`src/hdl/bfm_pkg.sv`:
```
// shared constants, codes and types of the bloom filter membership block
package bfm_pkg;

   // filter capacity in bits and derived widths
   localparam int MAX_BITS   = 2097152;
   localparam int IDX_W      = $clog2(MAX_BITS);
   localparam int M_W        = $clog2(MAX_BITS + 1);
   localparam int ROW_W      = (MAX_BITS >= 64) ? 64 : 8;
   localparam int ROW_SEL_W  = $clog2(ROW_W);
   localparam int ROW_ADDR_W = IDX_W - ROW_SEL_W;
   localparam int ROWS       = 2 ** ROW_ADDR_W;

   // hashing
   localparam int HASH_W     = 32;
   localparam int BYTE_W     = 8;
   localparam int SHL_AMT    = 5;
   localparam int SHR_AMT    = 2;
   localparam int DIV_CNT_W  = $clog2(HASH_W);

   // configuration registers
   localparam int CSR_INDEX_W = 1;
   localparam int CSR_DATA_W  = 22;
   localparam int HCNT_W      = 2;
   localparam logic [CSR_INDEX_W-1:0] REG_FILTER_BITS = 1'd0;
   localparam logic [CSR_INDEX_W-1:0] REG_HASH_COUNT  = 1'd1;
   localparam logic [CSR_DATA_W-1:0]  FILTER_BITS_RST = 22'd1500000;
   localparam logic [HCNT_W-1:0]      HASH_COUNT_RST  = 2'd2;
   localparam logic [HCNT_W-1:0]      HASH_COUNT_ONE  = 2'd1;

   // commands
   localparam logic CMD_ADD   = 1'b0;
   localparam logic CMD_CHECK = 1'b1;

   // front to back queue
   localparam int QUEUE_DEPTH = 2;
   localparam int QPTR_W      = (QUEUE_DEPTH > 1) ? $clog2(QUEUE_DEPTH) : 1;
   localparam int QCNT_W      = $clog2(QUEUE_DEPTH + 1);

   // one finished key handed from front to back
   typedef struct packed {
      logic              cmd;
      logic [HASH_W-1:0] shift_hash;
      logic [HASH_W-1:0] xor_hash;
      logic [M_W-1:0]    m;
      logic              two_hash;
   } job_type;

endpackage

```
`src/hdl/bfm_queue.sv`:
```
// short job queue between front and back
module bfm_queue (
   input  logic              clock,
   input  logic              reset,
   input  logic              push,
   input  bfm_pkg::job_type  push_data,
   output logic              full,
   input  logic              pop,
   output bfm_pkg::job_type  pop_data,
   output logic              empty
);

   bfm_pkg::job_type                slots_ff [bfm_pkg::QUEUE_DEPTH];
   logic [bfm_pkg::QPTR_W-1:0]      wr_ptr_ff, rd_ptr_ff;
   logic [bfm_pkg::QCNT_W-1:0]      count_ff;
   logic                            do_push, do_pop;

   assign full     = (count_ff == bfm_pkg::QCNT_W'(bfm_pkg::QUEUE_DEPTH));
   assign empty    = (count_ff == '0);
   assign do_push  = push & ~full;
   assign do_pop   = pop & ~empty;
   assign pop_data = slots_ff[rd_ptr_ff];

   function automatic logic [bfm_pkg::QPTR_W-1:0] next_ptr(input logic [bfm_pkg::QPTR_W-1:0] p);
      if (p == bfm_pkg::QPTR_W'(bfm_pkg::QUEUE_DEPTH - 1)) begin
         return '0;
      end
      return p + 1'b1;
   endfunction

   always_ff @(posedge clock) begin
      if (do_push) begin
         slots_ff[wr_ptr_ff] <= push_data;
      end
   end

   always_ff @(posedge clock) begin
      if (reset) begin
         wr_ptr_ff <= '0;
         rd_ptr_ff <= '0;
         count_ff  <= '0;
      end else begin
         if (do_push) begin
            wr_ptr_ff <= next_ptr(wr_ptr_ff);
         end
         if (do_pop) begin
            rd_ptr_ff <= next_ptr(rd_ptr_ff);
         end
         if (do_push && !do_pop) begin
            count_ff <= count_ff + 1'b1;
         end else if (do_pop && !do_push) begin
            count_ff <= count_ff - 1'b1;
         end
      end
   end

endmodule

```
`config.mk`:
```
export PLATFORM = sky130hd
export DESIGN_NAME = bfm_queue
export DESIGN_NICKNAME = d
export VERILOG_FILES = /design/src/hdl/bfm_pkg.sv /design/src/hdl/bfm_queue.sv
export SDC_FILE = /design/constraint.sdc
export NUM_CORES = 1
export LEC_CHECK = 0
export ABC_AREA = 1
export BUFFER_PORTS_ARGS = -buffer_cell sky130_fd_sc_hd__buf_2
export CORE_MARGIN = 1.5
export CORE_UTILIZATION = 30
export DETAILED_ROUTE_END_ITERATION = 8
export PLACE_DENSITY = 0.59
export SLEW_MARGIN = 20
export SYNTH_ARGS = -nofsm -noshare
export SYNTH_HDL_FRONTEND = slang
export SYNTH_SLANG_ARGS = --single-unit
export TNS_END_PERCENT = 100
```
`constraint.sdc`:
```
create_clock -name clock -period 7.4 [get_ports clock]
set_input_delay 1.11 -clock clock [delete_from_list [all_inputs] [get_ports clock]]
set_output_delay 1.11 -clock clock [all_outputs]
set_load 0.005 [all_outputs]
```
---- After elaboration in Yosys (flattened, before gate mapping) ----
Memory sizes are Yosys's and may differ from the RTL's. A register that Yosys moved wholly into a read port is not among the register bits.
Cells that the tools add are included.
storage, ports and cells
  flip-flop bits (word level) ............. 4
  RAM bits ................................ 176
  output and inout bits ................... 90
  logic and storage cells ................. 35
  memories ................................ 1
operators by class
  $add $sub $neg .......................... 4
  equality and inequality tests ........... 1
  muxes and demuxes ....................... 16
  bitwise logic cells ..................... 4
  reductions and logical operators ........ 6
memory list
  memory    words  width  read ports  clocked after memory_dff  wr ports  line             source
  slots_ff  2      88     1           1                         1         bfm_queue.sv:13  bfm_pkg::job_type slots_ff [bfm_pkg::QUEUE_DEPTH];
operators by type and width
  kind                   number
  $mux W1                14
  $mux W2                2
  $add A1 B1 Y1 const B  2
  $add A2 B1 Y2 const B  1
  $and A1 B1 Y1          2
  $eq A2 B2 Y1 const B   1
  $logic_and A1 B1 Y1    2
  $logic_not A1 Y1       2
  $logic_not A2 Y1       1
  $not A1 Y1             2
  $reduce_bool A2 Y1     1
  $sub A2 B1 Y2 const B  1

---- Longest topological paths before layout ----
  word-level depth ........................ 8
  mapped depth ............................ 10
  depth with buffers taken out ............ 10

---- Least setup slack after synthesis ----
Ideal clock, no wire load.
  path type ............................... input to register
  start point ............................. input port push
  end point ............................... memory slots_ff[0][0] (netlist name) (enable)
  setup time .............................. 536 ps
  arrival ................................. 4933 ps
  required time ........................... 6864 ps
  path slack .............................. 1932 ps
  stages .................................. 2
  path through ............................ o21ai_0 > nor2_1
between the ends
  longest elaborated chain between the ends .. 3
RTL lines
  what                           line             source
  from (decl)                    bfm_queue.sv:5   input logic push,
  $and A1 B1 Y1                  bfm_queue.sv:20  assign do_push = push & ~full;
  $mux W1                        bfm_queue.sv:32  if (do_push) begin
  $mux W1 (implied by the code)  bfm_queue.sv:33  slots_ff[wr_ptr_ff] <= push_data;
  to (decl)                      bfm_queue.sv:13
No other way between the ends.

==> run metrics <==
outcome finished clean; synth warn 0; Most used DFF post-synth edfxtp_1; Critical Path RT 6.29 ns; clk_lat worst skew 0.42 ns; flip-flop and latch count after synthesis 181; CTS tree yes; largest net degree at the start of global routing 71; detail-routed via count per cell 4.267; Critical Path Max Stage Delay 0.87 ns; Setup Viol. Count Final 0; total congestion overflow 0; register area 5389 sq um; Hold Vio Cnt, Final 0; Avg Inst Size Synth 21.44 sq um; f_max 0.2837 GHz; Critical Path Start Type register; Post-DRT Antenna Nets 0; register area share after synthesis 80.75%; Pins Over Slew Limit 0; Worst Skew 0.01673 ns; Total Neg Setup Slack 0 ns; nets 601; Pleak 3.215 nW; Fillers 2016; Sink Count 181; top-area cell type share of the netlist area 79.25%; CP endpoint kind output port; HPWL after DPL 8710 um; die height 152.1 um; PD cells 328.3 nW/um^2; routed vias 3422; Yosys top cell by area edfxtp_1; vias in the first global route 3712; Reg2Reg Setup Slack 5.20 ns; DRC viols 0; Worst IR Drop VDD 0.1537 mV; critical path cell sequence buf_4 > mux2_2 > buf_2; Setup Crit Path Kind register to output port; syn_nets 404; Bufs on Longest Clock Path 2; gr busiest metal met2; antenna violations before repair 1; RSZ-0062 raised after global routing false; Detailed Route Iter0 Violations 124; most common cell in the netlist edfxtp_1; Max-Slew Margin vs Limit 31.93%; met3 usage 4.221%; routability cong. 0.6798; Worst path depth 3; Row Count 54; GR Util met2 18.75%; Port Buffers 181; Max-Cap Viols 0; Cells after Synth 311; Mapped Area 6669 sq um; Register-to-Register Path Depth 3; Final Total Pwr 2.817 mW; Multi-input gate area 1190 sq um; initial core utilization 30.56%; register clock-pin slew on the reported worst setup and hold paths 0.07 ns; DIE AREA 23130 sq um; r2r endpoint slots_ff[0][57]$_DFFE_PP_; Yosys cell types 15; synth cell count leaders edfxtp_1, mux2_2, mux2_4; reg2reg start count_ff[0]$_SDFFE_PP0P_; 1st-pass router iterations 4; H-tree depth 4; period utilisation layout 47.64%; family with the most delay on the worst path buffers and inverters; ranking of synthesized cells by area edfxtp_1, mux2_2, mux2_4, dfxtp_1, buf_6; Hold Crit Class register to register; CTS root buf clkbuf_16; wire length per cell 15.80 um; Synth async-reset ratio 0%; EDFF count, synth 176; crit path max fanout 70; Core ar. 21820 sq um; IO Pins 182; first-pass GRT wire length 19630 um; worst-margin pin slew 1.021 ns; TritonCTS buffer count 17; # resized after CTS 0; layout cells sized above 1 59.12%; CP Buf/Inv Count 2; GRT met1 Usage 12.90%; total global-route track usage 11.10%; Area growth, synth to finish 28.69%; Critical Path Sink pop_data[14]; final wirelength 12670 um; Post-CTS Setup Inserts 0; Data arrival, critical path 2.42 ns; post-layout minimum cycle time 3.525 ns; hold_buf cts 0; slowest CP cell buf_4; die width 152.1 um
layout by cell type, fill, tap and decap left out, types with 3 or more instances in the layout:
| cell type | instances |
|---|---|
| nor2_1 | 7 |
| clkbuf_16 | 17 |
| buf_4 | 3 |
| clkinv_1 | 3 |
| buf_2 | 181 |
| mux2_4 | 20 |
| inv_1 | 9 |
| dfxtp_1 | 4 |
| o21ai_0 | 5 |
| clkinvlp_4 | 3 |
| buf_16 | 4 |
| edfxtp_1 | 176 |
| nand2_1 | 4 |
| mux2_2 | 68 |
logic make-up after synthesis:
logic type / synth area share (%)
DFF: 80.75
AOI/OAI and AO/OA: 0.4501
adders and majority gates: 0.1876
muxes: 15.98
and+or+nand+nor: 0.9943
buffers and inverters: 1.632
worst register-to-register path, delay by kind of cell, from the launching register on:
| kind | cells | cell delay, ns |
|---|---|---|
| AO/OA/AOI/OAI | 1 | 0.31 |
| flip-flops | 1 | 0.44 |
| buffers and inverters | 1 | 0.59 |
| AND/OR/NAND/NOR | 1 | 0.43 |
power breakdown:
group	leakage [nW]	total, mW	switching [mW]	internal, mW
sequential	1.68	1.34	0.0483	1.30
combinational	1.26	0.595	0.287	0.308
clock	0.276	0.879	0.379	0.499
total	3.21	2.82	0.714	2.10
worst min-delay path by stage:
stage                           startpoint                     end  slack (ns)  cells past startpoint
global route        wr_ptr_ff$_SDFFE_PP0P_  wr_ptr_ff$_SDFFE_PP0P_        0.60                      2
finish              wr_ptr_ff$_SDFFE_PP0P_  wr_ptr_ff$_SDFFE_PP0P_        0.56                      2
floorplan           wr_ptr_ff$_SDFFE_PP0P_  wr_ptr_ff$_SDFFE_PP0P_        0.48                      2
global placement    wr_ptr_ff$_SDFFE_PP0P_  wr_ptr_ff$_SDFFE_PP0P_        0.52                      2
CTS                 wr_ptr_ff$_SDFFE_PP0P_  wr_ptr_ff$_SDFFE_PP0P_        0.56                      2
detailed placement  wr_ptr_ff$_SDFFE_PP0P_  wr_ptr_ff$_SDFFE_PP0P_        0.55                      2
layout make-up:
cell class,count,share of cell area (%)
diodes,1,0.02916
clock buffers,17,4.957
clock inverters,15,1.779
inverters,9,0.3936
multi-input cells,111,13.86
flip-flops and latches,181,62.79
well taps,280,4.082
repair buffers,188,12.10
per-layer routing:
layer / routed length [um] / up-vias
li1: - / 1604
met1: 5360 / 1686
met2: 6325 / 122
met3: 856 / 10
met4: 129 / 0
met5: 0 / -
through the flow:
stage	utilization [%]	instances	cell area, sq um	setup WS [ns]	hold slack, ns
4_1_cts	39.31	801	8579	3.773	0.5585
5_1_grt	39.31	801	8579	3.698	0.5985
6_report	39.32	802	8582	3.875	0.5634
3_3_place_gp	36.16	765	7891	3.793	0.5237
2_1_floorplan	-	311	6669	1.932	0.4761
3_5_place_dp	36.66	769	8001	4.256	0.5469
sequential cells by signal, summed over array words and instances, names as in the netlist, named ones only:
register,cells
slots_ff,176
count_ff,2
rd_ptr_ff,1
wr_ptr_ff,1
Power figures use the tool's default switching activity.
