<file path="src/hdl/bfm_pkg.sv">
// shared constants, codes and types of the bloom filter membership block
package bfm_pkg;

   // filter capacity in bits and derived widths
   localparam int MAX_BITS   = 2097152;
   localparam int IDX_W      = $clog2(MAX_BITS);
   localparam int M_W        = $clog2(MAX_BITS + 1);
   localparam int ROW_W      = (MAX_BITS >= 64) ? 64 : 8;
   localparam int ROW_SEL_W  = $clog2(ROW_W);
   localparam int ROW_ADDR_W = IDX_W - ROW_SEL_W;
   localparam int ROWS       = 2 ** ROW_ADDR_W;

   // hashing
   localparam int HASH_W     = 32;
   localparam int BYTE_W     = 8;
   localparam int SHL_AMT    = 5;
   localparam int SHR_AMT    = 2;
   localparam int DIV_CNT_W  = $clog2(HASH_W);

   // configuration registers
   localparam int CSR_INDEX_W = 1;
   localparam int CSR_DATA_W  = 22;
   localparam int HCNT_W      = 2;
   localparam logic [CSR_INDEX_W-1:0] REG_FILTER_BITS = 1'd0;
   localparam logic [CSR_INDEX_W-1:0] REG_HASH_COUNT  = 1'd1;
   localparam logic [CSR_DATA_W-1:0]  FILTER_BITS_RST = 22'd1500000;
   localparam logic [HCNT_W-1:0]      HASH_COUNT_RST  = 2'd2;
   localparam logic [HCNT_W-1:0]      HASH_COUNT_ONE  = 2'd1;

   // commands
   localparam logic CMD_ADD   = 1'b0;
   localparam logic CMD_CHECK = 1'b1;

   // front to back queue
   localparam int QUEUE_DEPTH = 2;
   localparam int QPTR_W      = (QUEUE_DEPTH > 1) ? $clog2(QUEUE_DEPTH) : 1;
   localparam int QCNT_W      = $clog2(QUEUE_DEPTH + 1);

   // one finished key handed from front to back
   typedef struct packed {
      logic              cmd;
      logic [HASH_W-1:0] shift_hash;
      logic [HASH_W-1:0] xor_hash;
      logic [M_W-1:0]    m;
      logic              two_hash;
   } job_type;

endpackage

</file>
<file path="src/hdl/bfm_front.sv">
// front part: configuration registers, per-byte hashing, key job hand-off
module bfm_front (
   input  logic                               clock,
   input  logic                               reset,
   input  logic                               csr_we,
   input  logic [bfm_pkg::CSR_INDEX_W-1:0]    csr_index,
   input  logic [bfm_pkg::CSR_DATA_W-1:0]     csr_data,
   input  logic                               req_valid,
   output logic                               req_stall,
   input  logic                               req_command,
   input  logic [bfm_pkg::BYTE_W-1:0]         req_key_byte,
   input  logic                               req_last,
   input  logic                               clearing,
   input  logic                               q_full,
   output logic                               q_push,
   output bfm_pkg::job_type                   q_push_data
);

   logic [bfm_pkg::CSR_DATA_W-1:0] filter_bits_ff;
   logic [bfm_pkg::HCNT_W-1:0]     hash_count_ff;
   logic [bfm_pkg::HASH_W-1:0]     shift_ff, shift_in;
   logic [bfm_pkg::HASH_W-1:0]     xor_ff, xor_in;
   logic [bfm_pkg::HASH_W-1:0]     mix_sum;
   logic [bfm_pkg::HASH_W-1:0]     byte_ext, byte_sext;
   logic [31:0]                    fb_wide, m_wide;
   logic                           accept;

   always_ff @(posedge clock) begin
      if (reset) begin
         filter_bits_ff <= bfm_pkg::FILTER_BITS_RST;
         hash_count_ff  <= bfm_pkg::HASH_COUNT_RST;
      end else if (csr_we) begin
         case (csr_index)
            bfm_pkg::REG_FILTER_BITS: filter_bits_ff <= csr_data;
            bfm_pkg::REG_HASH_COUNT:  hash_count_ff  <= csr_data[bfm_pkg::HCNT_W-1:0];
            default: ;
         endcase
      end
   end

   assign req_stall = clearing | q_full;
   assign accept    = req_valid & ~req_stall;

   assign byte_ext  = {{(bfm_pkg::HASH_W-bfm_pkg::BYTE_W){1'b0}}, req_key_byte};
   assign byte_sext = {{(bfm_pkg::HASH_W-bfm_pkg::BYTE_W){req_key_byte[bfm_pkg::BYTE_W-1]}},
                       req_key_byte};
   assign mix_sum   = (shift_ff << bfm_pkg::SHL_AMT) + (shift_ff >> bfm_pkg::SHR_AMT) + byte_ext;
   assign shift_in  = shift_ff ^ mix_sum;
   assign xor_in    = xor_ff ^ byte_sext;

   // modulus clamp: zero acts as one, above capacity acts as capacity
   assign fb_wide = {{(32-bfm_pkg::CSR_DATA_W){1'b0}}, filter_bits_ff};
   always_comb begin
      if (fb_wide == 32'd0) begin
         m_wide = 32'd1;
      end else if (fb_wide > 32'(bfm_pkg::MAX_BITS)) begin
         m_wide = 32'(bfm_pkg::MAX_BITS);
      end else begin
         m_wide = fb_wide;
      end
   end

   always_ff @(posedge clock) begin
      if (reset) begin
         shift_ff <= '0;
         xor_ff   <= '0;
      end else if (accept) begin
         if (req_last) begin
            shift_ff <= '0;
            xor_ff   <= '0;
         end else begin
            shift_ff <= shift_in;
            xor_ff   <= xor_in;
         end
      end
   end

   assign q_push                 = accept & req_last;
   assign q_push_data.cmd        = req_command;
   assign q_push_data.shift_hash = shift_in;
   assign q_push_data.xor_hash   = xor_in;
   assign q_push_data.m          = m_wide[bfm_pkg::M_W-1:0];
   assign q_push_data.two_hash   = (hash_count_ff != bfm_pkg::HASH_COUNT_ONE);

endmodule

</file>
<file path="config.mk">
export PLATFORM = sky130hd
export DESIGN_NAME = bfm_front
export DESIGN_NICKNAME = d
export VERILOG_FILES = /design/src/hdl/bfm_pkg.sv /design/src/hdl/bfm_front.sv
export SDC_FILE = /design/constraint.sdc
export NUM_CORES = 1
export LEC_CHECK = 0
export CAP_MARGIN = 25
export CORE_UTILIZATION = 55
export CTS_CLUSTER_SIZE = 14
export DETAILED_ROUTE_END_ITERATION = 7
export DONT_BUFFER_PORTS = 1
export GPL_TIMING_DRIVEN = 0
export PLACE_DENSITY = 0.73
export SETUP_SLACK_MARGIN = 0.4
export SKIP_CTS_REPAIR_TIMING = 1
export SLEW_MARGIN = 10
export SYNTH_ARGS = -nofsm -noshare
export SYNTH_HDL_FRONTEND = slang
export SYNTH_SLANG_ARGS = --single-unit
</file>
<file path="constraint.sdc">
create_clock -name clock -period 3 [get_ports clock]
set_input_delay 0.3 -clock clock [delete_from_list [all_inputs] [get_ports clock]]
set_output_delay 0.3 -clock clock [all_outputs]
set_load 0.005 [all_outputs]
</file>
# --- Word-level counts from Yosys, hierarchy flattened ---
# Cells that the tools add are included.
totals:
  register_bits: 88
classes:
  n_reduce_logical: 3
  bitwise_logic: 7
  addsub: 2
  muxes: 4
  magnitude_cmp: 1
  n_eq_ne: 1
ops:
  columns: ["operator", "count"]
  rows:
  - ["32-bit two-way mux", 2]
  - ["32-bit XOR", 2]
  - ["22-bit two-way mux", 2]
  - ["32-bit by 30-bit adder with 32-bit output", 1]
  - ["32-bit by 8-bit adder with 32-bit output", 1]
  - ["32-bit logical NOT", 1]
  - ["22-bit > comparator (second input constant)", 1]
  - ["2-bit AND reduction", 2]
  - ["1-bit AND", 2]
  - ["2-bit by 1-bit != test with 1-bit output (second input constant)", 1]
  - ["1-bit inverter", 2]
  - ["1-bit bitwise OR", 1]

# --- Longest topological paths before layout ---
logic_depth:
  word_depth: 4
  depth_mapped: 12

# --- Least setup slack after synthesis ---
# Ideal clock, no wire load.
synth_path:
  kind: "reg2out"
  startpoint: "register shift_ff[0] in the netlist's numbering"
  endpoint: "output q_push_data[78] in the netlist's numbering"
  path_stages_with_launch: 13
  slack_ns: -0.371
  arrival_ns: 3.071
  path_buffers: 0
  required_ns: 2.700
  cell_sequence: "dfxtp_1 -> inv_1 -> fa_1 -> inv_1 -> ha_1 -> a21o_1 -> a221oi_1 -> o22ai_1 -> o41a_1 -> a31oi_1 -> o21ai_1 -> xor2_1 -> xor2_1"
synth_lines:
  columns: ["item", "line_no", "text"]
  rows:
  - ["from (decl)", "bfm_front.sv:21", "logic [bfm_pkg::HASH_W-1:0] shift_ff, shift_in;"]
  - ["from (signal assigned)", "bfm_front.sv:72", "shift_ff <= shift_in;"]
  - ["to (decl)", "bfm_front.sv:16", "output bfm_pkg::job_type q_push_data"]

==> reports/results.ini <==
[floorplanning]
rows=38
io_pins=129
die-area_um2=11800
die_y_um=109
core_area_um2=11000
initial_core_util_pct=56.9
die_x_um=109

[logic_synthesis]
yosys.area.top_type=dfxtp_1
synth_most_common_cell=nor2_1
ys_ff_latch=88
synth_cell_type_count=58
synthTopCellsByCount=nor2_1, a21oi_1, dfxtp_1
seq_area_frac_synth_pct=28.2
synth.area.top_cells=dfxtp_1, ha_1, xor2_1
netlist_area_um2=6250
synthCells=807
synthArstFlopShare_pct=0
syn_avg_cell_area_um2=7.75
ys_warn_count=0
ys.flop_type=dfxtp_1
postSynthNetCount=907
synth-edff-count=0
synth_top_area_share_pct=28.2

[worst_setup_path]
r2r_start=shift_ff[7]
start_kind=flip-flop
r2r_setup_slack_ps=-520
startpoint=shift_ff[7]
crit_path_end=q_push_data[86]
cp_max_fo=5
path_cells=inv_2 -> fa_1 -> inv_2 -> ha_4 -> a21o_4 -> a221o_1 -> a211oi_4 -> o311ai_4 -> a2111oi_4 -> nor3_2 -> xnor2_1
crit_required_ps=2700
crit_top_cell=inv_2
path_class=reg -> out
slowest_stage=fa_1
r2r-end=shift_ff[31]
cpPeakStageDelay_ps=500
critPathCaptureType=primary output
critPathArrivalTime_ps=3590
r2r_cells=12

[status]
outcome=finished, violations left
violations=negative setup slack

[final_layout]
post-route-util_pct=70.3
final_layout_size_suffix_gt1_share_pct=19.4
diodes=0
synthToLayoutAreaGrowth_pct=23.5
fin_nets=950

[clocking]
clk_pin_slew_ps=70
cts_tree=done
clk_latency_ps=350
htree_levels=3
clk_path_buf_depth=2
cts_root_buf=clkbuf_16
clkSinkCount=88
cts_buffers=9

[placed_design]
place.gp.congestion=0.941
port_buffers=0
hpwl_mm=12.9

[timing]
whs_ps=74.3
fmax_mhz=257
finalSetupViolCount=46
rsz0062_at_grt=true
relSlewSlack_pct=48.2
fin_ws_ps=-893
slew_viol_final=0
worst_pin_slew_ps=758
fin_crit_sh_pct=130
fin_worst_skew_ps=12.1
hold_viol_final=0
finalCriticalPeriod_ps=3890

[min_path]
min_path_type=in -> reg

[route]
drt_iter0_drc=449
wl_per_cell_um=18.9
drc=0
via_per_inst=6.20
via_count=6170
drt-total-wl_mm=18.8
ant_nets=0
first_pass_iters=5

[grt]
grt_pass1_wl_mm=26.5
grt_max_degree=17
overflow=0
track_usage_pct=29.2
antenna_found_initial=0
grt_pass1_vias=5488

[power]
max-vdd-ir-drop_mv=0.342
leakage_nw=3.58
power_density_nw_per_um2=351

[flow_run]
cap_violations=0

[layout make-up]
class	instances	area [um2]
timing repair buffer	32	270
inverter	15	56.3
multi-input combinational	656	4950
fill	838	3260
buffer	48	191
sequential	88	1780
clock inverter	7	77.6
clock buffer	9	225
tap	140	175
[critical path: cells and delay by family, from the launching register on]
kind	cells	cell delay [ps]
flip-flops	1	380
buffers and inverters	2	90
AO/OA/AOI/OAI	5	1650
XOR/XNOR	1	290
AND/OR/NAND/NOR	1	90
adder cells (fa/ha/maj)	2	740
[flip-flops by register name, summed over array words and instances (netlist names)]
signal and cells:
shift_ff 32, hash_count_ff 2, xor_ff 32, filter_bits_ff 22
[kinds of logic (layout without fill, tap and decap cells)]
logic type	count (synthesis)	after routing	synth area share, %
and+or+nand+nor	307	307	22.6
AOI/OAI and AO/OA	200	200	20.2
DFF	88	88	28.2
xor gates and xnor gates	85	85	11.9
buffers and inverters	63	111	3.86
adders and majority gates	61	61	12.7
muxes	3	3	0.500
[metal layers]
layer	wire [um]	GRT usage [%]	vias to the layer above
met5	0	0	-
met4	675	12.3	0
met3	1490	6.46	60
met2	9070	49.0	264
met1	7580	36.0	2936
li1	-	-	2910
[through the flow]
step           area, um2  power (mW)  TNS, ps  instances  setup slack (ps)
2_1_floorplan       6390        1.45    -1150        807              -236
3_3_place_gp        6560        1.51    -7360        947              -626
3_5_place_dp        6560        1.52    -8770        947              -669
4_1_cts             6860        2.69   -16580        963             -1040
5_1_grt             7730        2.80   -24010        995              -969
6_report            7730        2.71   -19740        995              -893
[placed cells by master, fill, tap and decap left out, types with 5 or more instances in the layout]
cell type and instances:
o21ai_0 18, ha_1 53, a21oi_2 10, inv_1 10, nor2_1 108, o21ai_1 11, nor4_1 7, nand3_1 18
buf_1 5, and2_1 16, xnor2_1 11, dfxtp_2 13, xnor2_2 14, clkbuf_1 36, xor2_1 46, a21o_1 9
and3_1 5, nor2b_1 13, nand4_1 6, buf_4 25, or3_1 10, a21oi_1 80, buf_6 8, dfxtp_1 74
nand2_1 76, nor3_1 14, clkbuf_16 9, a22oi_1 15, xor2_2 9
[where the power goes]
part / switching [mW] / total (mW) / internal [mW] / leakage (nW)
clock: 0.531 / 1.19 / 0.657 / 0.152
sequential: 0.0267 / 1.22 / 1.20 / 0.722
combinational: 0.193 / 0.299 / 0.106 / 2.71
total: 0.750 / 2.71 / 1.96 / 3.58
[worst min path at each step]
| stage | startpoint | end | cells after the start |
|---|---|---|---|
| floorplan | csr_data[13] | filter_bits_ff[13] | 2 |
| global placement | csr_data[14] | filter_bits_ff[14] | 2 |
| detailed placement | csr_data[17] | filter_bits_ff[17] | 2 |
| CTS | csr_data[17] | filter_bits_ff[17] | 2 |
| global route | csr_data[17] | filter_bits_ff[17] | 2 |
| finish | csr_data[5] | filter_bits_ff[5] | 2 |
(Power assumes the default switching activity.)
